<file path="src/hdl/tpfm_pkg.sv">
// Types, constants and codes shared by the frequency monitor modules.
`default_nettype none
package tpfm_pkg;

   localparam int PHASE_COUNT = 3;
   localparam int PHASE_IDX_W = (PHASE_COUNT > 1) ? $clog2(PHASE_COUNT) : 1;

   localparam int STAMP_W   = 16;
   localparam int FREQ_W    = 20;
   localparam int TIMEOUT_W = 8;

   // one quotient bit per divider step
   localparam int DIV_STEPS = FREQ_W;
   localparam int STEP_W    = $clog2(DIV_STEPS);

   localparam int CSR_INDEX_W = 1;
   localparam int CSR_DATA_W  = FREQ_W;

   typedef logic [STAMP_W-1:0]     stamp_type;
   typedef logic [FREQ_W-1:0]      freq_type;
   typedef logic [TIMEOUT_W-1:0]   timeout_type;
   typedef logic [PHASE_IDX_W-1:0] phase_idx_type;
   typedef logic [STEP_W-1:0]      step_type;
   typedef logic [CSR_INDEX_W-1:0] csr_idx_type;
   typedef logic [CSR_DATA_W-1:0]  csr_data_type;

   localparam csr_idx_type CSR_TICK_RATE       = 1'b0;
   localparam csr_idx_type CSR_WATCHDOG_RELOAD = 1'b1;

   localparam freq_type    TICK_RATE_RESET       = FREQ_W'(100000);
   localparam timeout_type WATCHDOG_RELOAD_RESET = TIMEOUT_W'(10);

   localparam phase_idx_type PHASE_LAST = PHASE_IDX_W'(PHASE_COUNT - 1);
   localparam step_type      STEP_LAST  = STEP_W'(DIV_STEPS - 1);

   // commands from the controller to the datapath
   typedef struct packed {
      logic          load;
      logic          div_load;
      logic          div_step;
      logic          commit_fresh;
      logic          commit_stale;
      logic          publish;
      phase_idx_type phase;
   } cmd_type;

   typedef struct packed {
      logic fresh;
   } status_type;

endpackage
`default_nettype wire

</file>
<file path="src/hdl/tpfm_channels.sv">
// Request and response channel interfaces of the frequency monitor.
`default_nettype none
interface tpfm_req_if import tpfm_pkg::*; ();
   logic      valid;
   logic      ready;
   stamp_type phase_a_first;
   stamp_type phase_a_second;
   stamp_type phase_b_first;
   stamp_type phase_b_second;
   stamp_type phase_c_first;
   stamp_type phase_c_second;

   modport source (output valid, output phase_a_first, output phase_a_second,
                   output phase_b_first, output phase_b_second,
                   output phase_c_first, output phase_c_second, input ready);
   modport sink (input valid, input phase_a_first, input phase_a_second,
                 input phase_b_first, input phase_b_second,
                 input phase_c_first, input phase_c_second, output ready);
endinterface

interface tpfm_rsp_if import tpfm_pkg::*; ();
   logic        valid;
   logic        ready;
   freq_type    freq_a;
   freq_type    freq_b;
   freq_type    freq_c;
   stamp_type   period_a_out;
   stamp_type   period_b_out;
   stamp_type   period_c_out;
   timeout_type timeout_a;
   timeout_type timeout_b;
   timeout_type timeout_c;
   logic        fail_a;
   logic        fail_b;
   logic        fail_c;

   modport source (output valid, output freq_a, output freq_b, output freq_c,
                   output period_a_out, output period_b_out, output period_c_out,
                   output timeout_a, output timeout_b, output timeout_c,
                   output fail_a, output fail_b, output fail_c, input ready);
   modport sink (input valid, input freq_a, input freq_b, input freq_c,
                 input period_a_out, input period_b_out, input period_c_out,
                 input timeout_a, input timeout_b, input timeout_c,
                 input fail_a, input fail_b, input fail_c, output ready);
endinterface
`default_nettype wire

</file>
<file path="src/hdl/tpfm_datapath.sv">
// Datapath: capture registers, serial divider, per-phase state, response register.
`default_nettype none
module tpfm_datapath import tpfm_pkg::*; (
   input  wire logic         clock,
   input  wire logic         reset,
   input  wire cmd_type      cmd,
   output status_type        status,
   input  wire logic         csr_we,
   input  wire csr_idx_type  csr_index,
   input  wire csr_data_type csr_wdata,
   input  wire stamp_type    req_first [PHASE_COUNT],
   input  wire stamp_type    req_second [PHASE_COUNT],
   output freq_type          out_freq [PHASE_COUNT],
   output stamp_type         out_period [PHASE_COUNT],
   output timeout_type       out_timeout [PHASE_COUNT],
   output logic              out_fail [PHASE_COUNT]
);

   freq_type    tick_rate_ff;
   timeout_type wd_reload_ff;

   stamp_type first_ff [PHASE_COUNT];
   stamp_type second_ff [PHASE_COUNT];

   stamp_type   held_period_ff [PHASE_COUNT];
   freq_type    held_freq_ff [PHASE_COUNT];
   timeout_type wd_count_ff [PHASE_COUNT];

   freq_type    rsp_freq_ff [PHASE_COUNT];
   stamp_type   rsp_period_ff [PHASE_COUNT];
   timeout_type rsp_timeout_ff [PHASE_COUNT];
   logic        rsp_fail_ff [PHASE_COUNT];

   stamp_type divisor_ff, divisor_in;
   stamp_type rem_ff, rem_in;
   freq_type  quo_ff, quo_in;

   stamp_type             sel_first;
   stamp_type             sel_second;
   logic [STAMP_W:0]      rem_shift;
   logic [STAMP_W+1:0]    trial;
   logic                  trial_ge;

   // configuration registers
   always_ff @(posedge clock) begin
      if (reset) begin
         tick_rate_ff <= TICK_RATE_RESET;
         wd_reload_ff <= WATCHDOG_RELOAD_RESET;
      end else if (csr_we) begin
         case (csr_index)
            CSR_TICK_RATE:       tick_rate_ff <= csr_wdata;
            CSR_WATCHDOG_RELOAD: wd_reload_ff <= csr_wdata[TIMEOUT_W-1:0];
            default: ;
         endcase
      end
   end

   // request capture
   always_ff @(posedge clock) begin
      if (cmd.load) begin
         first_ff  <= req_first;
         second_ff <= req_second;
      end
   end

   assign sel_first    = first_ff[cmd.phase];
   assign sel_second   = second_ff[cmd.phase];
   assign status.fresh = sel_second > sel_first;

   // restoring divider, one quotient bit a step
   assign rem_shift = {rem_ff, quo_ff[FREQ_W-1]};
   assign trial     = {1'b0, rem_shift} - {2'b00, divisor_ff};
   assign trial_ge  = ~trial[STAMP_W+1];

   always_comb begin
      divisor_in = divisor_ff;
      rem_in     = rem_ff;
      quo_in     = quo_ff;
      if (cmd.div_load) begin
         divisor_in = sel_second - sel_first;
         rem_in     = '0;
         quo_in     = tick_rate_ff;
      end else if (cmd.div_step) begin
         rem_in = trial_ge ? trial[STAMP_W-1:0] : rem_shift[STAMP_W-1:0];
         quo_in = {quo_ff[FREQ_W-2:0], trial_ge};
      end
   end

   always_ff @(posedge clock) begin
      divisor_ff <= divisor_in;
      rem_ff     <= rem_in;
      quo_ff     <= quo_in;
   end

   // per-phase held state
   always_ff @(posedge clock) begin
      if (reset) begin
         for (int p = 0; p < PHASE_COUNT; p++) begin
            held_period_ff[p] <= '0;
            held_freq_ff[p]   <= '0;
            wd_count_ff[p]    <= '0;
         end
      end else if (cmd.commit_fresh) begin
         held_period_ff[cmd.phase] <= divisor_ff;
         held_freq_ff[cmd.phase]   <= quo_ff;
         wd_count_ff[cmd.phase]    <= wd_reload_ff;
      end else if (cmd.commit_stale && (wd_count_ff[cmd.phase] != '0)) begin
         wd_count_ff[cmd.phase] <= wd_count_ff[cmd.phase] - 1'b1;
      end
   end

   // response register
   always_ff @(posedge clock) begin
      if (cmd.publish) begin
         for (int p = 0; p < PHASE_COUNT; p++) begin
            rsp_freq_ff[p]    <= held_freq_ff[p];
            rsp_period_ff[p]  <= held_period_ff[p];
            rsp_timeout_ff[p] <= wd_count_ff[p];
            rsp_fail_ff[p]    <= (wd_count_ff[p] == '0);
         end
      end
   end

   assign out_freq    = rsp_freq_ff;
   assign out_period  = rsp_period_ff;
   assign out_timeout = rsp_timeout_ff;
   assign out_fail    = rsp_fail_ff;

endmodule
`default_nettype wire

</file>
<file path="src/hdl/tpfm_controller.sv">
// Controller: sequences phases through the shared divider and hands off the response.
`default_nettype none
module tpfm_controller import tpfm_pkg::*; (
   input  wire logic       clock,
   input  wire logic       reset,
   input  wire logic       req_valid,
   output logic            req_ready,
   output logic            rsp_valid,
   input  wire logic       rsp_ready,
   output cmd_type         cmd,
   input  wire status_type status
);

   typedef enum logic [2:0] {
      ST_IDLE,
      ST_CHECK,
      ST_DIVIDE,
      ST_COMMIT,
      ST_FINISH
   } state_type;

   state_type     state_ff, state_in;
   phase_idx_type phase_ff, phase_in;
   step_type      step_ff, step_in;
   logic          rsp_valid_ff, rsp_valid_in;

   always_comb begin
      state_in     = state_ff;
      phase_in     = phase_ff;
      step_in      = step_ff;
      rsp_valid_in = rsp_valid_ff;
      cmd          = '0;
      cmd.phase    = phase_ff;
      if (rsp_valid_ff && rsp_ready) begin
         rsp_valid_in = 1'b0;
      end
      case (state_ff)
         ST_IDLE: begin
            if (req_valid) begin
               cmd.load = 1'b1;
               phase_in = '0;
               state_in = ST_CHECK;
            end
         end
         ST_CHECK: begin
            if (status.fresh) begin
               cmd.div_load = 1'b1;
               step_in      = '0;
               state_in     = ST_DIVIDE;
            end else begin
               cmd.commit_stale = 1'b1;
               if (phase_ff == PHASE_LAST) begin
                  state_in = ST_FINISH;
               end else begin
                  phase_in = phase_ff + 1'b1;
                  state_in = ST_CHECK;
               end
            end
         end
         ST_DIVIDE: begin
            cmd.div_step = 1'b1;
            step_in      = step_ff + 1'b1;
            if (step_ff == STEP_LAST) begin
               state_in = ST_COMMIT;
            end
         end
         ST_COMMIT: begin
            cmd.commit_fresh = 1'b1;
            if (phase_ff == PHASE_LAST) begin
               state_in = ST_FINISH;
            end else begin
               phase_in = phase_ff + 1'b1;
               state_in = ST_CHECK;
            end
         end
         ST_FINISH: begin
            // wait for the response register to be free
            if (!rsp_valid_ff || rsp_ready) begin
               cmd.publish  = 1'b1;
               rsp_valid_in = 1'b1;
               state_in     = ST_IDLE;
            end
         end
         default: begin
            state_in = ST_IDLE;
         end
      endcase
   end

   always_ff @(posedge clock) begin
      if (reset) begin
         state_ff     <= ST_IDLE;
         phase_ff     <= '0;
         step_ff      <= '0;
         rsp_valid_ff <= 1'b0;
      end else begin
         state_ff     <= state_in;
         phase_ff     <= phase_in;
         step_ff      <= step_in;
         rsp_valid_ff <= rsp_valid_in;
      end
   end

   assign req_ready = (state_ff == ST_IDLE);
   assign rsp_valid = rsp_valid_ff;

endmodule
`default_nettype wire

</file>
<file path="src/hdl/three_phase_frequency_monitor.sv">
// Top level of the three-phase frequency monitor.
// After acceptance each phase is handled in turn: a phase with no fresh capture only
// counts its watchdog down, one with a fresh capture runs the 20-step shared divider and
// commits the result; the response register is then loaded once it is free.
// A new request is accepted only once the last one is loaded into the response register.
// Reset (synchronous): tick_rate 100000, watchdog_reload 10, held values and watchdogs zero.
`default_nettype none
module three_phase_frequency_monitor import tpfm_pkg::*; (
   input  wire logic         clock,
   input  wire logic         reset,
   tpfm_req_if.sink          req_if,
   tpfm_rsp_if.source        rsp_if,
   input  wire logic         csr_we,
   input  wire csr_idx_type  csr_index,
   input  wire csr_data_type csr_wdata
);

   cmd_type    cmd;
   status_type status;

   stamp_type   req_first [PHASE_COUNT];
   stamp_type   req_second [PHASE_COUNT];
   freq_type    out_freq [PHASE_COUNT];
   stamp_type   out_period [PHASE_COUNT];
   timeout_type out_timeout [PHASE_COUNT];
   logic        out_fail [PHASE_COUNT];

   // gather the request fields into per-phase arrays
   assign req_first[0]  = req_if.phase_a_first;
   assign req_second[0] = req_if.phase_a_second;
   assign req_first[1]  = req_if.phase_b_first;
   assign req_second[1] = req_if.phase_b_second;
   assign req_first[2]  = req_if.phase_c_first;
   assign req_second[2] = req_if.phase_c_second;

   // the controller walks the phases one after another and drives the handshake
   tpfm_controller u_controller (
      .clock     (clock),
      .reset     (reset),
      .req_valid (req_if.valid),
      .req_ready (req_if.ready),
      .rsp_valid (rsp_if.valid),
      .rsp_ready (rsp_if.ready),
      .cmd       (cmd),
      .status    (status)
   );

   // the datapath holds the configuration, per-phase state and the response register,
   // so a finished response can wait while the next request is accepted
   tpfm_datapath u_datapath (
      .clock       (clock),
      .reset       (reset),
      .cmd         (cmd),
      .status      (status),
      .csr_we      (csr_we),
      .csr_index   (csr_index),
      .csr_wdata   (csr_wdata),
      .req_first   (req_first),
      .req_second  (req_second),
      .out_freq    (out_freq),
      .out_period  (out_period),
      .out_timeout (out_timeout),
      .out_fail    (out_fail)
   );

   // scatter the response arrays onto the channel
   assign rsp_if.freq_a       = out_freq[0];
   assign rsp_if.freq_b       = out_freq[1];
   assign rsp_if.freq_c       = out_freq[2];
   assign rsp_if.period_a_out = out_period[0];
   assign rsp_if.period_b_out = out_period[1];
   assign rsp_if.period_c_out = out_period[2];
   assign rsp_if.timeout_a    = out_timeout[0];
   assign rsp_if.timeout_b    = out_timeout[1];
   assign rsp_if.timeout_c    = out_timeout[2];
   assign rsp_if.fail_a       = out_fail[0];
   assign rsp_if.fail_b       = out_fail[1];
   assign rsp_if.fail_c       = out_fail[2];

endmodule
`default_nettype wire

</file>
<file path="src/flat_wrapper.sv">
// flat-port wrapper written by rule: the top's interface ports become plain ports
module three_phase_frequency_monitor_flat import tpfm_pkg::*;
  (clock, reset, csr_we, csr_index, csr_wdata, req_if_valid, req_if_phase_a_first, req_if_phase_a_second, req_if_phase_b_first, req_if_phase_b_second, req_if_phase_c_first, req_if_phase_c_second, req_if_ready, rsp_if_valid, rsp_if_freq_a, rsp_if_freq_b, rsp_if_freq_c, rsp_if_period_a_out, rsp_if_period_b_out, rsp_if_period_c_out, rsp_if_timeout_a, rsp_if_timeout_b, rsp_if_timeout_c, rsp_if_fail_a, rsp_if_fail_b, rsp_if_fail_c, rsp_if_ready);
  tpfm_req_if req_if_i ();
  tpfm_rsp_if rsp_if_i ();
  input  wire logic clock;
  input  wire logic reset;
  input  wire logic csr_we;
  input  wire csr_idx_type csr_index;
  input  wire csr_data_type csr_wdata;
  input wire logic [$bits(req_if_i.valid)-1:0] req_if_valid;
  input wire logic [$bits(req_if_i.phase_a_first)-1:0] req_if_phase_a_first;
  input wire logic [$bits(req_if_i.phase_a_second)-1:0] req_if_phase_a_second;
  input wire logic [$bits(req_if_i.phase_b_first)-1:0] req_if_phase_b_first;
  input wire logic [$bits(req_if_i.phase_b_second)-1:0] req_if_phase_b_second;
  input wire logic [$bits(req_if_i.phase_c_first)-1:0] req_if_phase_c_first;
  input wire logic [$bits(req_if_i.phase_c_second)-1:0] req_if_phase_c_second;
  output wire logic [$bits(req_if_i.ready)-1:0] req_if_ready;
  output wire logic [$bits(rsp_if_i.valid)-1:0] rsp_if_valid;
  output wire logic [$bits(rsp_if_i.freq_a)-1:0] rsp_if_freq_a;
  output wire logic [$bits(rsp_if_i.freq_b)-1:0] rsp_if_freq_b;
  output wire logic [$bits(rsp_if_i.freq_c)-1:0] rsp_if_freq_c;
  output wire logic [$bits(rsp_if_i.period_a_out)-1:0] rsp_if_period_a_out;
  output wire logic [$bits(rsp_if_i.period_b_out)-1:0] rsp_if_period_b_out;
  output wire logic [$bits(rsp_if_i.period_c_out)-1:0] rsp_if_period_c_out;
  output wire logic [$bits(rsp_if_i.timeout_a)-1:0] rsp_if_timeout_a;
  output wire logic [$bits(rsp_if_i.timeout_b)-1:0] rsp_if_timeout_b;
  output wire logic [$bits(rsp_if_i.timeout_c)-1:0] rsp_if_timeout_c;
  output wire logic [$bits(rsp_if_i.fail_a)-1:0] rsp_if_fail_a;
  output wire logic [$bits(rsp_if_i.fail_b)-1:0] rsp_if_fail_b;
  output wire logic [$bits(rsp_if_i.fail_c)-1:0] rsp_if_fail_c;
  input wire logic [$bits(rsp_if_i.ready)-1:0] rsp_if_ready;
  assign req_if_i.valid = req_if_valid;
  assign req_if_i.phase_a_first = req_if_phase_a_first;
  assign req_if_i.phase_a_second = req_if_phase_a_second;
  assign req_if_i.phase_b_first = req_if_phase_b_first;
  assign req_if_i.phase_b_second = req_if_phase_b_second;
  assign req_if_i.phase_c_first = req_if_phase_c_first;
  assign req_if_i.phase_c_second = req_if_phase_c_second;
  assign req_if_ready = req_if_i.ready;
  assign rsp_if_valid = rsp_if_i.valid;
  assign rsp_if_freq_a = rsp_if_i.freq_a;
  assign rsp_if_freq_b = rsp_if_i.freq_b;
  assign rsp_if_freq_c = rsp_if_i.freq_c;
  assign rsp_if_period_a_out = rsp_if_i.period_a_out;
  assign rsp_if_period_b_out = rsp_if_i.period_b_out;
  assign rsp_if_period_c_out = rsp_if_i.period_c_out;
  assign rsp_if_timeout_a = rsp_if_i.timeout_a;
  assign rsp_if_timeout_b = rsp_if_i.timeout_b;
  assign rsp_if_timeout_c = rsp_if_i.timeout_c;
  assign rsp_if_fail_a = rsp_if_i.fail_a;
  assign rsp_if_fail_b = rsp_if_i.fail_b;
  assign rsp_if_fail_c = rsp_if_i.fail_c;
  assign rsp_if_i.ready = rsp_if_ready;
  three_phase_frequency_monitor u_core (.clock(clock), .reset(reset), .req_if(req_if_i), .rsp_if(rsp_if_i), .csr_we(csr_we), .csr_index(csr_index), .csr_wdata(csr_wdata));
endmodule
</file>
<file path="config.mk">
export PLATFORM = sky130hd
export DESIGN_NAME = three_phase_frequency_monitor_flat
export DESIGN_NICKNAME = d
export VERILOG_FILES = /design/src/hdl/tpfm_pkg.sv /design/src/hdl/tpfm_channels.sv /design/src/hdl/tpfm_datapath.sv /design/src/hdl/tpfm_controller.sv /design/src/hdl/three_phase_frequency_monitor.sv /design/src/flat_wrapper.sv
export SDC_FILE = /design/constraint.sdc
export NUM_CORES = 1
export LEC_CHECK = 0
export ABC_AREA = 1
export CORE_UTILIZATION = 50
export DETAILED_ROUTE_END_ITERATION = 8
export DONT_BUFFER_PORTS = 1
export GPL_TIMING_DRIVEN = 0
export PLACE_DENSITY = 0.65
export SYNTH_ARGS = -nofsm -noshare
export SYNTH_HDL_FRONTEND = slang
export SYNTH_HIERARCHICAL = 1
export SYNTH_SLANG_ARGS = --single-unit
</file>
<file path="constraint.sdc">
create_clock -name clock -period 15 [get_ports clock]
set_clock_uncertainty 0.1 [all_clocks]
set_input_delay 0.75 -clock clock [delete_from_list [all_inputs] [get_ports clock]]
set_output_delay 0.75 -clock clock [all_outputs]
set_load 0.005 [all_outputs]
</file>
==> flow_metrics.env, run 1 <==
export IMPL_status="finished, final reports clean"
export IMPL_crit_start="u_core/u_controller/phase_ff[0]$_SDFFE_PP0P_"
export IMPL_floorplan_io_pins=259
export IMPL_post_cts_setup_buffer_count=0
export IMPL_ir_worst_vdd_mv=0.124
export IMPL_p_per_area_mw_per_mm2=187
export IMPL_hp_start="req_if_phase_c_first[14]"
export IMPL_globalplace_congestion=0.907
export IMPL_yosysSeqAreaShare_pct=71.9
export IMPL_timing_final_setup_violations=0
export IMPL_post_route_drc_count=0
export IMPL_cts_resized=0
export IMPL_final_antenna_diode_count=0
export IMPL_placeableCoreArea_mm2=0.0365
export IMPL_ant_nets=0
export IMPL_number_of_flops_mapped_to_enable_cells_by_yosys=407
export IMPL_p_int_uw=2670
export IMPL_area_delta_synth_final_pct=13.1
export IMPL_wirelength_routed_mm=37.5
export IMPL_muxShareOfSynthArea_pct=0
export IMPL_synth_compound_area_share_pct=4.84
export IMPL_synthSimpleGateAreaFrac_pct=15.7
export IMPL_reg2reg_from="u_core/u_controller/phase_ff[0]$_SDFFE_PP0P_"
export IMPL_synth_top_family_by_area="simple AND/OR/NAND/NOR gates"
export IMPL_syn_area_mm2=0.0185
export IMPL_syn_avg_cell_area_um2=12.0
export IMPL_hp_class="input port to register"
export IMPL_share_clk_of_total_power_pct=30.0
export IMPL_setup_total_negative_slack_ps=0
export IMPL_timing_critical_path_fanout_max=20
export IMPL_seq_power_share_pct=43.3
export IMPL_final_cell_mix="407 x sky130_fd_sc_hd__edfxtp_1, 332 x sky130_fd_sc_hd__nand2_1, 212 x sky130_fd_sc_hd__nor2_1, 123 x sky130_fd_sc_hd__inv_1, 92 x sky130_fd_sc_hd__nand3_1"
export IMPL_max_cap_viol_count=0
export IMPL_drt_vias_per_instance=5.21
export IMPL_cts_inserted_buffers=47
export IMPL_post_place_ws_ps=8520
export IMPL_synth_ff_latch_count=462
export IMPL_largest_net_degree_at_the_start_of_global_routing=38
export IMPL_postSynth_topFlopCell="sky130_fd_sc_hd__edfxtp_1"
export IMPL_global_route_wire_length_before_repair_mm=58.1
export IMPL_cp_data_arrival_time_ps=6490
export IMPL_routed_via_count=11066
export IMPL_min_period_over_period_pct=42.6
export IMPL_cts_tree="built"
export IMPL_fp_dieArea_mm2=0.0378
export IMPL_hold_buffer_count_at_cts=0
export IMPL_grt_overflow_total=0
export IMPL_required_ps=15110
export IMPL_yosysWarningCount=6
export IMPL_floorplan_rows=70
export IMPL_clock_root_buffer="sky130_fd_sc_hd__clkbuf_16"
export IMPL_sinks_on_the_clock_net=462
export IMPL_first_global_vias=10522
export IMPL_timing_max_transition_violations_final=0
export IMPL_worstSkewPairLatency_ps=580
export IMPL_power_switching_uw=1250
export IMPL_die_y_um=194
export IMPL_worstSetupStartpointType="register"
export IMPL_synth_fp_nets=1710
export IMPL_path_class="register to register"
export IMPL_layout_setup_ws_ps=8610
export IMPL_power_combinational_fraction_pct=26.7
export IMPL_number_of_h_tree_levels=2
export IMPL_number_of_detailed_routing_iterations_run_before_antenna_repair=4
export IMPL_post_route_min_period_ps=6390
export IMPL_crit_path_end_kind="register"
export IMPL_switching_fraction_of_total_power_pct=31.9
export IMPL_p_leak_uw=0.00821
export IMPL_synth_async_sr_flop_share_pct=0
export IMPL_max_slew_worst_pin_slew_ps=812
export IMPL_grt_setup_unrepaired="no"
export IMPL_synthDistinctLibCells=44
export IMPL_final_net_count=1777
export IMPL_drive_above_1_share_pct=9.12
export IMPL_synth_xor_area_share_pct=0.993
export IMPL_post_synthesis_adder_cell_area_fraction_pct=2.65
export IMPL_grt_antenna_before_repair=0
export IMPL_wire_per_inst_um=17.7
export IMPL_post_layout_total_power_uw=3920
export IMPL_track_usage_pct=19.9
export IMPL_drtIter0Drc=757
export IMPL_place_hpwl_mm=26.7
export IMPL_die_w_um=194
export IMPL_synthesized_instance_count=1550
export IMPL_clk_pin_slew_worst_paths_ps=60
export IMPL_fmax_mhz=157
export IMPL_floorplan_initialDensity_pct=50.7
export IMPL_mostFrequentLayoutCell="sky130_fd_sc_hd__edfxtp_1"
export IMPL_final_hold_viol_count=0
export IMPL_worst_slew_margin_rel_pct=45.8
export IMPL_clock_tree_buffer_depth=3
export IMPL_port_buffers=0
through the flow:
| step | instances | hold WS (ps) | area [µm²] | util [%] |
|---|---|---|---|---|
| after floorplan | 1550 | 300 | 18500 | - |
| after detailed placement | 2036 | 305 | 19400 | 53.0 |
| after global placement | 2018 | 301 | 19100 | 52.3 |
| final | 2123 | 158 | 21000 | 57.4 |
| after global routing | 2123 | 126 | 21000 | 57.4 |
| after CTS | 2123 | 123 | 21000 | 57.4 |
Yosys cell counts (7+ instances only):
master | number | area share (%)
sky130_fd_sc_hd__xor2_1 | 13 | 0.61
sky130_fd_sc_hd__ha_1 | 36 | 2.4
sky130_fd_sc_hd__xnor2_1 | 8 | 0.38
sky130_fd_sc_hd__a21oi_1 | 58 | 1.6
sky130_fd_sc_hd__nor2_2 | 8 | 0.27
sky130_fd_sc_hd__nand3_1 | 92 | 2.5
sky130_fd_sc_hd__nand2_1 | 335 | 6.8
sky130_fd_sc_hd__inv_1 | 123 | 2.5
sky130_fd_sc_hd__inv_2 | 7 | 0.14
sky130_fd_sc_hd__nor2_1 | 213 | 4.3
sky130_fd_sc_hd__o21ai_0 | 62 | 1.7
sky130_fd_sc_hd__edfxtp_1 | 407 | 66
sky130_fd_sc_hd__nand2_2 | 8 | 0.27
sky130_fd_sc_hd__a22o_1 | 15 | 0.71
sky130_fd_sc_hd__nor3_1 | 8 | 0.22
sky130_fd_sc_hd__dfxtp_1 | 55 | 5.9
sky130_fd_sc_hd__clkbuf_1 | 31 | 0.63
cell families (layout without fill, tap and decap cells):
family | Yosys count | count (layout)
buffers and inverters | 178 | 283
DFF | 462 | 462
adders and majority gates | 38 | 38
AOI/OAI and AO/OA | 156 | 156
and+or+nand+nor | 695 | 695
xor gates and xnor gates | 21 | 21
power by group through the flow:
stage                     combinational (µW)  clock (µW)  sequential (µW)
after global placement                  1000           0             1770
after floorplan                          761           0             1740
after detailed placement                1050           0             1730
final                                   1050        1180             1700
after CTS                               1050        1210             1700
after global routing                    1180        1260             1720
registers in the layout, summed over array words and instances (netlist names), 2 cells and up:
signal and cells:
u_core/u_datapath/out_timeout 24, u_core/u_datapath/rem_ff 16, u_core/u_datapath/second_ff 48, u_core/u_datapath/held_period_ff 48, u_core/u_datapath/quo_ff 20, u_core/u_datapath/first_ff 48
u_core/u_controller/state_ff 3, u_core/u_datapath/out_period 48, u_core/u_datapath/wd_count_ff 32, u_core/u_datapath/divisor_ff 16, u_core/u_datapath/tick_rate_ff 20, u_core/u_controller/phase_ff 2
u_core/u_controller/step_ff 5, u_core/u_datapath/held_freq_ff 60, u_core/u_datapath/out_fail 3, u_core/u_datapath/wd_reload_ff 8, u_core/u_datapath/out_freq 60
worst paths after layout:
path | end | slack, ps | cells after the start
min reg2reg | u_core/u_datapath/out_period[16]$_DFFE_PP_ | 320 | 0
max reg2reg | u_core/u_datapath/quo_ff[14]$_DFFE_PP_ | 8610 | 24
max | u_core/u_datapath/quo_ff[14]$_DFFE_PP_ | 8610 | 24
min | u_core/u_datapath/first_ff[14]$_DFFE_PP_ | 160 | 0
final cells by class:
class	instances	area [µm²]
plain buffers	45	228
clock buffers	58	1250
clock inverters	29	344
fillers	2982	15600
inverters	133	502
multi-input cells	910	4500
flip-flops and latches	462	13300
well taps	468	586
repair buffers	18	234
critical path, stage by stage, from the launching register on:
cell	delay, ps
sky130_fd_sc_hd__dfxtp_1	520
sky130_fd_sc_hd__buf_2	300
sky130_fd_sc_hd__buf_4	230
sky130_fd_sc_hd__nand2_1	70
sky130_fd_sc_hd__clkinv_1	160
sky130_fd_sc_hd__clkbuf_1	460
sky130_fd_sc_hd__nand2_1	100
sky130_fd_sc_hd__nand3_1	150
sky130_fd_sc_hd__ha_1	190
sky130_fd_sc_hd__inv_1	60
sky130_fd_sc_hd__fa_1	400
sky130_fd_sc_hd__nand3_1	110
sky130_fd_sc_hd__nand2_1	90
sky130_fd_sc_hd__a21oi_1	350
sky130_fd_sc_hd__o21ai_0	200
sky130_fd_sc_hd__nand2_1	100
sky130_fd_sc_hd__a31oi_1	150
sky130_fd_sc_hd__inv_1	110
sky130_fd_sc_hd__nor2_1	40
sky130_fd_sc_hd__nand2_1	110
sky130_fd_sc_hd__inv_2	190
sky130_fd_sc_hd__clkbuf_1	260
sky130_fd_sc_hd__nor2_1	470
sky130_fd_sc_hd__clkbuf_1	540
sky130_fd_sc_hd__inv_1	530
metal layers:
metal / GRT usage (%) / part of all wire (%) / up-vias / wire (µm)
li1: - / - / 5450 / -
met1: 28.1 / 46 / 5175 / 17300
met2: 30.5 / 45 / 385 / 16900
met3: 5.10 / 7.0 / 56 / 2620
met4: 6.08 / 2.0 / 0 / 767
met5: 0 / 0 / - / 0
Note: power is estimated with default switching activity, not from simulation.
==> run 2: changes to the inputs <==
Settings changed: PLACE_DENSITY 0.65 to 0.68.
Clock period 15 ns to 5.65 ns, I/O delays scaled along.
==> run 2 against run 1 <==
Clock power rose to 2.5 times the previous value. Cell count up 5.6%. Die area is the same. Cell area increased by 5.7%. Setup slack lost 8300 ps. Count of clock-buffer cells in the layout fell by 6. Critical path depth is 3 lower. Critical endpoint is now u_core/u_datapath/quo_ff[16]$_DFFE_PP_. Largest cell class unchanged. Largest power group unchanged.
==> flow_metrics.env, run 2 (synthesis results as in run 1) <==
export IMPL_floorplan_rows=70
export IMPL_sinks_on_the_clock_net=462
export IMPL_layout_setup_ws_ps=293
export IMPL_cp_data_arrival_time_ps=5540
export IMPL_global_route_wire_length_before_repair_mm=63.6
export IMPL_max_cap_viol_count=0
export IMPL_path_class="register to register"
export IMPL_grt_antenna_before_repair=1
export IMPL_required_ps=5830
export IMPL_ir_worst_vdd_mv=0.446
export IMPL_post_layout_total_power_uw=10500
export IMPL_min_period_over_period_pct=94.8
export IMPL_wirelength_routed_mm=41.4
export IMPL_final_net_count=1896
export IMPL_track_usage_pct=21.9
export IMPL_setup_total_negative_slack_ps=0
export IMPL_clock_root_buffer="sky130_fd_sc_hd__clkbuf_16"
export IMPL_status="finished, final reports clean"
export IMPL_fp_dieArea_mm2=0.0378
export IMPL_first_global_vias=11503
export IMPL_drtIter0Drc=850
export IMPL_place_hpwl_mm=26.8
export IMPL_routed_via_count=11805
export IMPL_globalplace_congestion=0.905
export IMPL_timing_final_setup_violations=0
export IMPL_ant_nets=0
export IMPL_final_hold_viol_count=0
export IMPL_wire_per_inst_um=18.5
export IMPL_max_slew_worst_pin_slew_ps=779
export IMPL_timing_critical_path_fanout_max=18
export IMPL_clock_tree_buffer_depth=3
export IMPL_ff_latch_area_mm2=0.0133
export IMPL_cts_tree="built"
export IMPL_area_delta_synth_final_pct=19.6
export IMPL_final_cell_mix="407 x sky130_fd_sc_hd__edfxtp_1, 332 x sky130_fd_sc_hd__nand2_1, 211 x sky130_fd_sc_hd__nor2_1, 122 x sky130_fd_sc_hd__dlygate4sd3_1, 122 x sky130_fd_sc_hd__inv_1"
export IMPL_worstSetupStartpointType="register"
export IMPL_floorplan_initialDensity_pct=50.7
export IMPL_drive_above_1_share_pct=8.69
export IMPL_hp_class="input port to register"
export IMPL_post_route_drc_count=0
export IMPL_post_route_min_period_ps=5360
export IMPL_num_fill_cells=2810
export IMPL_die_y_um=194
export IMPL_largest_net_degree_at_the_start_of_global_routing=38
export IMPL_post_place_ws_ps=-818
export IMPL_worstSkewPairLatency_ps=580
export IMPL_multi_input_area_mm2=0.00452
export IMPL_worst_slew_margin_rel_pct=47.9
export IMPL_drt_vias_per_instance=5.27
export IMPL_timing_max_transition_violations_final=0
export IMPL_grt_overflow_total=0
export IMPL_floorplan_io_pins=259
export IMPL_placeableCoreArea_mm2=0.0365
export IMPL_number_of_detailed_routing_iterations_run_before_antenna_repair=5
export IMPL_fmax_mhz=187
export IMPL_p_leak_uw=0.00868
export IMPL_cts_inserted_buffers=45
export IMPL_p_per_area_mw_per_mm2=476
export IMPL_port_buffers=0
export IMPL_mostFrequentLayoutCell="sky130_fd_sc_hd__edfxtp_1"
export IMPL_grt_setup_unrepaired="no"
export IMPL_die_w_um=194
export IMPL_clk_pin_slew_worst_paths_ps=70
export IMPL_number_of_h_tree_levels=2
export IMPL_crit_path_end_kind="register"
==> run 2: cell count changes in the layout (fill, tap and decap cells not counted), moves of 3 or more <==
| cell | before | now |
|---|---|---|
| sky130_fd_sc_hd__clkinv_1 | 9 | 13 |
| sky130_fd_sc_hd__buf_4 | 11 | 3 |
| sky130_fd_sc_hd__clkbuf_2 | 0 | 3 |
| sky130_fd_sc_hd__clkbuf_1 | 39 | 32 |
| sky130_fd_sc_hd__inv_6 | 0 | 4 |
| sky130_fd_sc_hd__dlygate4sd3_1 | 0 | 122 |
| sky130_fd_sc_hd__clkinvlp_4 | 5 | 9 |
| sky130_fd_sc_hd__buf_6 | 6 | 9 |
==> run 2: power by group <==
group	internal [µW]	leakage (µW)	switching, µW
logic	981	0.00361	2020
clock network	1710	0.000705	1290
registers	4360	0.00436	178
==> run 2: worst paths after layout <==
path | from | end | slack (ps) | depth (start not counted)
min reg2reg | u_core/u_datapath/held_freq_ff[1][4]$_SDFFCE_PN0P_ | u_core/u_datapath/out_freq[24]$_DFFE_PP_ | 310 | 0
min | csr_index | u_core/u_datapath/wd_reload_ff[7]$_SDFFE_PP0P_ | 90 | 3
max reg2reg | u_core/u_controller/phase_ff[0]$_SDFFE_PP0P_ | u_core/u_datapath/quo_ff[16]$_DFFE_PP_ | 290 | 21
max | u_core/u_controller/phase_ff[0]$_SDFFE_PP0P_ | u_core/u_datapath/quo_ff[16]$_DFFE_PP_ | 290 | 21
==> run 2: layer usage <==
metal	GRT usage (%)	wire length, µm	part of all wire (%)
met1	29.9	18400	44
met2	35.3	19300	46
met4	7.88	945	2.3
met5	0	0	0
met3	3.85	2870	6.9
==> run 2: final cells by class <==
| cell class | instances | share of cell area (%) |
|---|---|---|
| Buffer | 45 | 1.06 |
| Timing Repair inverter | 1 | 0.0339 |
| Clock buffer | 52 | 5.34 |
| Multi-Input combinational cell | 910 | 20.4 |
| Inverter | 133 | 2.28 |
| Antenna cell | 1 | 0.0113 |
| Tap cell | 468 | 2.64 |
| Timing Repair Buffer | 138 | 6.68 |
| Clock inverter | 32 | 1.38 |
| Sequential cell | 462 | 60.2 |
==> run 2: worst max-delay path: stages, from the launching register on <==
cell                       delay, ps
sky130_fd_sc_hd__dfxtp_1         530
sky130_fd_sc_hd__buf_2           290
sky130_fd_sc_hd__buf_4           210
sky130_fd_sc_hd__nand2_1          70
sky130_fd_sc_hd__clkinv_1        180
sky130_fd_sc_hd__clkbuf_2        310
sky130_fd_sc_hd__a22o_1          220
sky130_fd_sc_hd__a21oi_1          60
sky130_fd_sc_hd__ha_1            410
sky130_fd_sc_hd__nand3_1         120
sky130_fd_sc_hd__nand2_1         140
sky130_fd_sc_hd__a21oi_2         110
sky130_fd_sc_hd__o21ai_0         250
sky130_fd_sc_hd__nand2_1          80
sky130_fd_sc_hd__a31oi_1         330
sky130_fd_sc_hd__inv_1           110
sky130_fd_sc_hd__nor2_1          100
sky130_fd_sc_hd__nand2_1          80
sky130_fd_sc_hd__inv_2           330
sky130_fd_sc_hd__clkbuf_1        350
sky130_fd_sc_hd__clkbuf_1        440
sky130_fd_sc_hd__o21ai_0         260
==> run 2: stage by stage <==
stage / area (µm²) / hold WS [ps] / util (%) / std cells
final: 22100 / 86.2 / 60.6 / 2242
after global routing: 22100 / 123 / 60.6 / 2242
after CTS: 22100 / 49.8 / 60.5 / 2238
after detailed placement: 19400 / 281 / 53.0 / 2031
after global placement: 19100 / 281 / 52.4 / 2018
after floorplan: 18500 / 281 / - / 1550
==> run 2: timing repair <==
| item | CTS | global route |
|---|---|---|
| gates resized for setup | 6 | 7 |
| endpoints found under the setup margin | 32 | 39 |
| setup buffers | 0 | 3 |
| hold endpoints to repair | 132 | 0 |
| gates cloned | 1 | 0 |
| hold buffers | 122 | 0 |
==> run 3: changes to the inputs <==
Settings changed: PLACE_DENSITY 0.68 to 0.65, SLEW_MARGIN set to 20.
Clock period 5.65 ns to 5.6 ns, I/O delays scaled along.
==> run 3 against run 2 <==
Via count down 0.69%. First-iteration DRC count down 3.1%. Routed wire length down 2.3%. Global-route usage down 0.30 points. Register-to-register slack better by 170 ps. Cell count unchanged. Sequential share of layout area about the same. Critical path depth unchanged. Highest routed layer unchanged. Clock power about the same. Sequential power about the same.
==> flow_metrics.env, run 3 (synthesis results as in run 1) <==
export IMPL_worst_slew_margin_rel_pct=50.0
export IMPL_p_int_uw=7070
export IMPL_crit_start="u_core/u_controller/phase_ff[1]$_SDFFE_PP0P_"
export IMPL_clk_pin_slew_worst_paths_ps=70
export IMPL_post_cts_setup_buffer_count=0
export IMPL_share_clk_of_total_power_pct=28.3
export IMPL_grt_overflow_total=0
export IMPL_ir_worst_vdd_mv=0.373
export IMPL_detailroute_wirelength_met2_mm=18.8
export IMPL_timing_final_setup_violations=0
export IMPL_p_leak_uw=0.00868
export IMPL_post_route_drc_count=0
export IMPL_post_layout_total_power_uw=10500
export IMPL_timing_reg2reg_worst_path_depth=21
export IMPL_switching_fraction_of_total_power_pct=32.7
export IMPL_track_usage_pct=21.6
export IMPL_globalplace_congestion=0.899
export IMPL_cp_data_arrival_time_ps=5330
export IMPL_number_of_detailed_routing_iterations_run_before_antenna_repair=5
export IMPL_hp_class="input port to register"
export IMPL_routed_wl_met3_mm=2.33
export IMPL_drt_vias_per_instance=5.23
export IMPL_detail_route_wirelength_met1_mm=18.4
export IMPL_wirelength_routed_mm=40.5
export IMPL_power_switching_uw=3430
export IMPL_worstSetupStartpointType="register"
export IMPL_crit_path_end_kind="register"
export IMPL_status="finished, final reports clean"
export IMPL_seq_power_share_pct=43.5
export IMPL_largest_net_degree_at_the_start_of_global_routing=31
export IMPL_routed_via_count=11723
export IMPL_wire_per_inst_um=18.1
export IMPL_reg2reg_from="u_core/u_controller/phase_ff[1]$_SDFFE_PP0P_"
export IMPL_grt_antenna_before_repair=1
export IMPL_reg2reg_to="u_core/u_datapath/quo_ff[15]$_DFFE_PP_"
export IMPL_number_of_h_tree_levels=2
export IMPL_fin_util_pct=60.7
export IMPL_global_route_wire_length_before_repair_mm=62.9
export IMPL_drtIter0Drc=824
export IMPL_min_period_over_period_pct=91.8
export IMPL_max_slew_worst_pin_slew_ps=744
export IMPL_top_layer="met4"
export IMPL_setup_slack_of_the_worst_register_to_register_path_ps=460
export IMPL_die_w_um=194
export IMPL_max_cap_viol_count=0
export IMPL_post_place_ws_ps=-867
export IMPL_drive_above_1_share_pct=8.80
export IMPL_floorplan_initialDensity_pct=50.7
export IMPL_worstSkewPairLatency_ps=580
export IMPL_post_route_min_period_ps=5140
export IMPL_ant_nets=0
export IMPL_fmax_mhz=195
export IMPL_required_ps=5790
export IMPL_area_delta_synth_final_pct=19.6
export IMPL_final_hold_viol_count=0
export IMPL_path_class="register to register"
export IMPL_p_per_area_mw_per_mm2=474
export IMPL_floorplan_rows=70
export IMPL_sinks_on_the_clock_net=462
export IMPL_finalHoldWorstSlack_ps=49.8
export IMPL_final_net_count=1901
export IMPL_clock_root_buffer="sky130_fd_sc_hd__clkbuf_16"
export IMPL_place_hpwl_mm=26.7
export IMPL_cts_tree="built"
export IMPL_placeableCoreArea_mm2=0.0365
export IMPL_hp_start="reset"
export IMPL_floorplan_io_pins=259
export IMPL_first_global_vias=11522
export IMPL_fp_dieArea_mm2=0.0378
export IMPL_clock_tree_buffer_depth=3
export IMPL_holdPathEnd="u_core/u_datapath/wd_count_ff[3][4]$_DFFE_PP_"
export IMPL_timing_critical_path_fanout_max=18
export IMPL_layout_setup_ws_ps=461
export IMPL_grt_setup_unrepaired="no"
export IMPL_final_cell_mix="407 x sky130_fd_sc_hd__edfxtp_1, 332 x sky130_fd_sc_hd__nand2_1, 211 x sky130_fd_sc_hd__nor2_1, 125 x sky130_fd_sc_hd__dlygate4sd3_1, 122 x sky130_fd_sc_hd__inv_1"
export IMPL_mostFrequentLayoutCell="sky130_fd_sc_hd__edfxtp_1"
export IMPL_timing_hold_worst_path_depth=3
export IMPL_port_buffers=0
export IMPL_die_y_um=194
export IMPL_setup_total_negative_slack_ps=0
export IMPL_power_combinational_fraction_pct=28.2
export IMPL_cts_inserted_buffers=45
export IMPL_timing_max_transition_violations_final=0
run 3: changes by cell type in the layout (fill, tap and decap cells not counted), sizes merged:
cell and delta:
buf +2, clkbuf -1, clkinvlp -1, dlygate4sd3 +3
inv -3
run 3: layout make-up:
| cell class | instances | area [µm²] |
|---|---|---|
| fillers | 2808 | 14400 |
| flip-flops and latches | 462 | 13300 |
| multi-input cells | 910 | 4520 |
| repair buffers | 141 | 1510 |
| clock buffers | 53 | 1190 |
| well taps | 468 | 586 |
| inverters | 133 | 505 |
| clock inverters | 26 | 262 |
| plain buffers | 45 | 236 |
| repair inverters | 3 | 22.5 |
| diodes | 1 | 2.50 |
run 3: power groups by stage:
stage	sequential (µW)	clock [µW]	combinational (µW)
finish	4570	2970	2960
CTS	4560	3030	2910
global placement	4670	0	2680
global route	4610	3160	3320
detailed placement	4630	0	2790
floorplan	4600	0	2050
run 3: repair_timing:
item                       in CTS  in global routing
gates cloned                    1                  2
resized for setup               7                 13
setup endpoints to repair      32                 50
hold endpoints to repair      136                  0
hold buffers                  125                  0
run 3: how the worst max path moves through the flow:
stage	slack [ps]	endpoint	cells after the start
2_1_floorplan	860	u_core/u_datapath/out_fail[0]$_DFFE_PP_	4
5_1_grt	0.3	u_core/u_datapath/quo_ff[18]$_DFFE_PP_	21
4_1_cts	110	u_core/u_datapath/quo_ff[5]$_DFFE_PP_	21
6_report	460	u_core/u_datapath/quo_ff[15]$_DFFE_PP_	21
3_3_place_gp	-770	u_core/u_datapath/quo_ff[14]$_DFFE_PP_	24
3_5_place_dp	-870	u_core/u_datapath/quo_ff[15]$_DFFE_PP_	24
run 3: through the flow:
stage	cell area, µm²	instances
2_1_floorplan	18500	1550
3_3_place_gp	19100	2018
3_5_place_dp	19400	2034
4_1_cts	22100	2239
5_1_grt	22200	2242
6_report	22200	2242
run 3: metal layers:
layer  vias up  track usage [%]
met5         -                0
met4         0             7.50
met3        59             3.82
met2       405             34.3
met1      5570             30.0
li1       5689                -
run 3: critical path, cell delays in order (launching register included):
cell	delay, ps
sky130_fd_sc_hd__dfxtp_1	440
sky130_fd_sc_hd__buf_6	180
sky130_fd_sc_hd__buf_6	140
sky130_fd_sc_hd__nand2_1	80
sky130_fd_sc_hd__clkinv_1	170
sky130_fd_sc_hd__clkbuf_1	450
sky130_fd_sc_hd__a22o_1	250
sky130_fd_sc_hd__a21oi_1	60
sky130_fd_sc_hd__ha_1	420
sky130_fd_sc_hd__nand3_1	110
sky130_fd_sc_hd__nand2_1	130
sky130_fd_sc_hd__a21oi_2	110
sky130_fd_sc_hd__o21ai_0	260
sky130_fd_sc_hd__nand2_1	90
sky130_fd_sc_hd__a31oi_1	290
sky130_fd_sc_hd__inv_1	100
sky130_fd_sc_hd__nor2_1	100
sky130_fd_sc_hd__nand2_1	90
sky130_fd_sc_hd__inv_2	350
sky130_fd_sc_hd__clkbuf_1	370
sky130_fd_sc_hd__buf_1	380
sky130_fd_sc_hd__o21ai_0	190
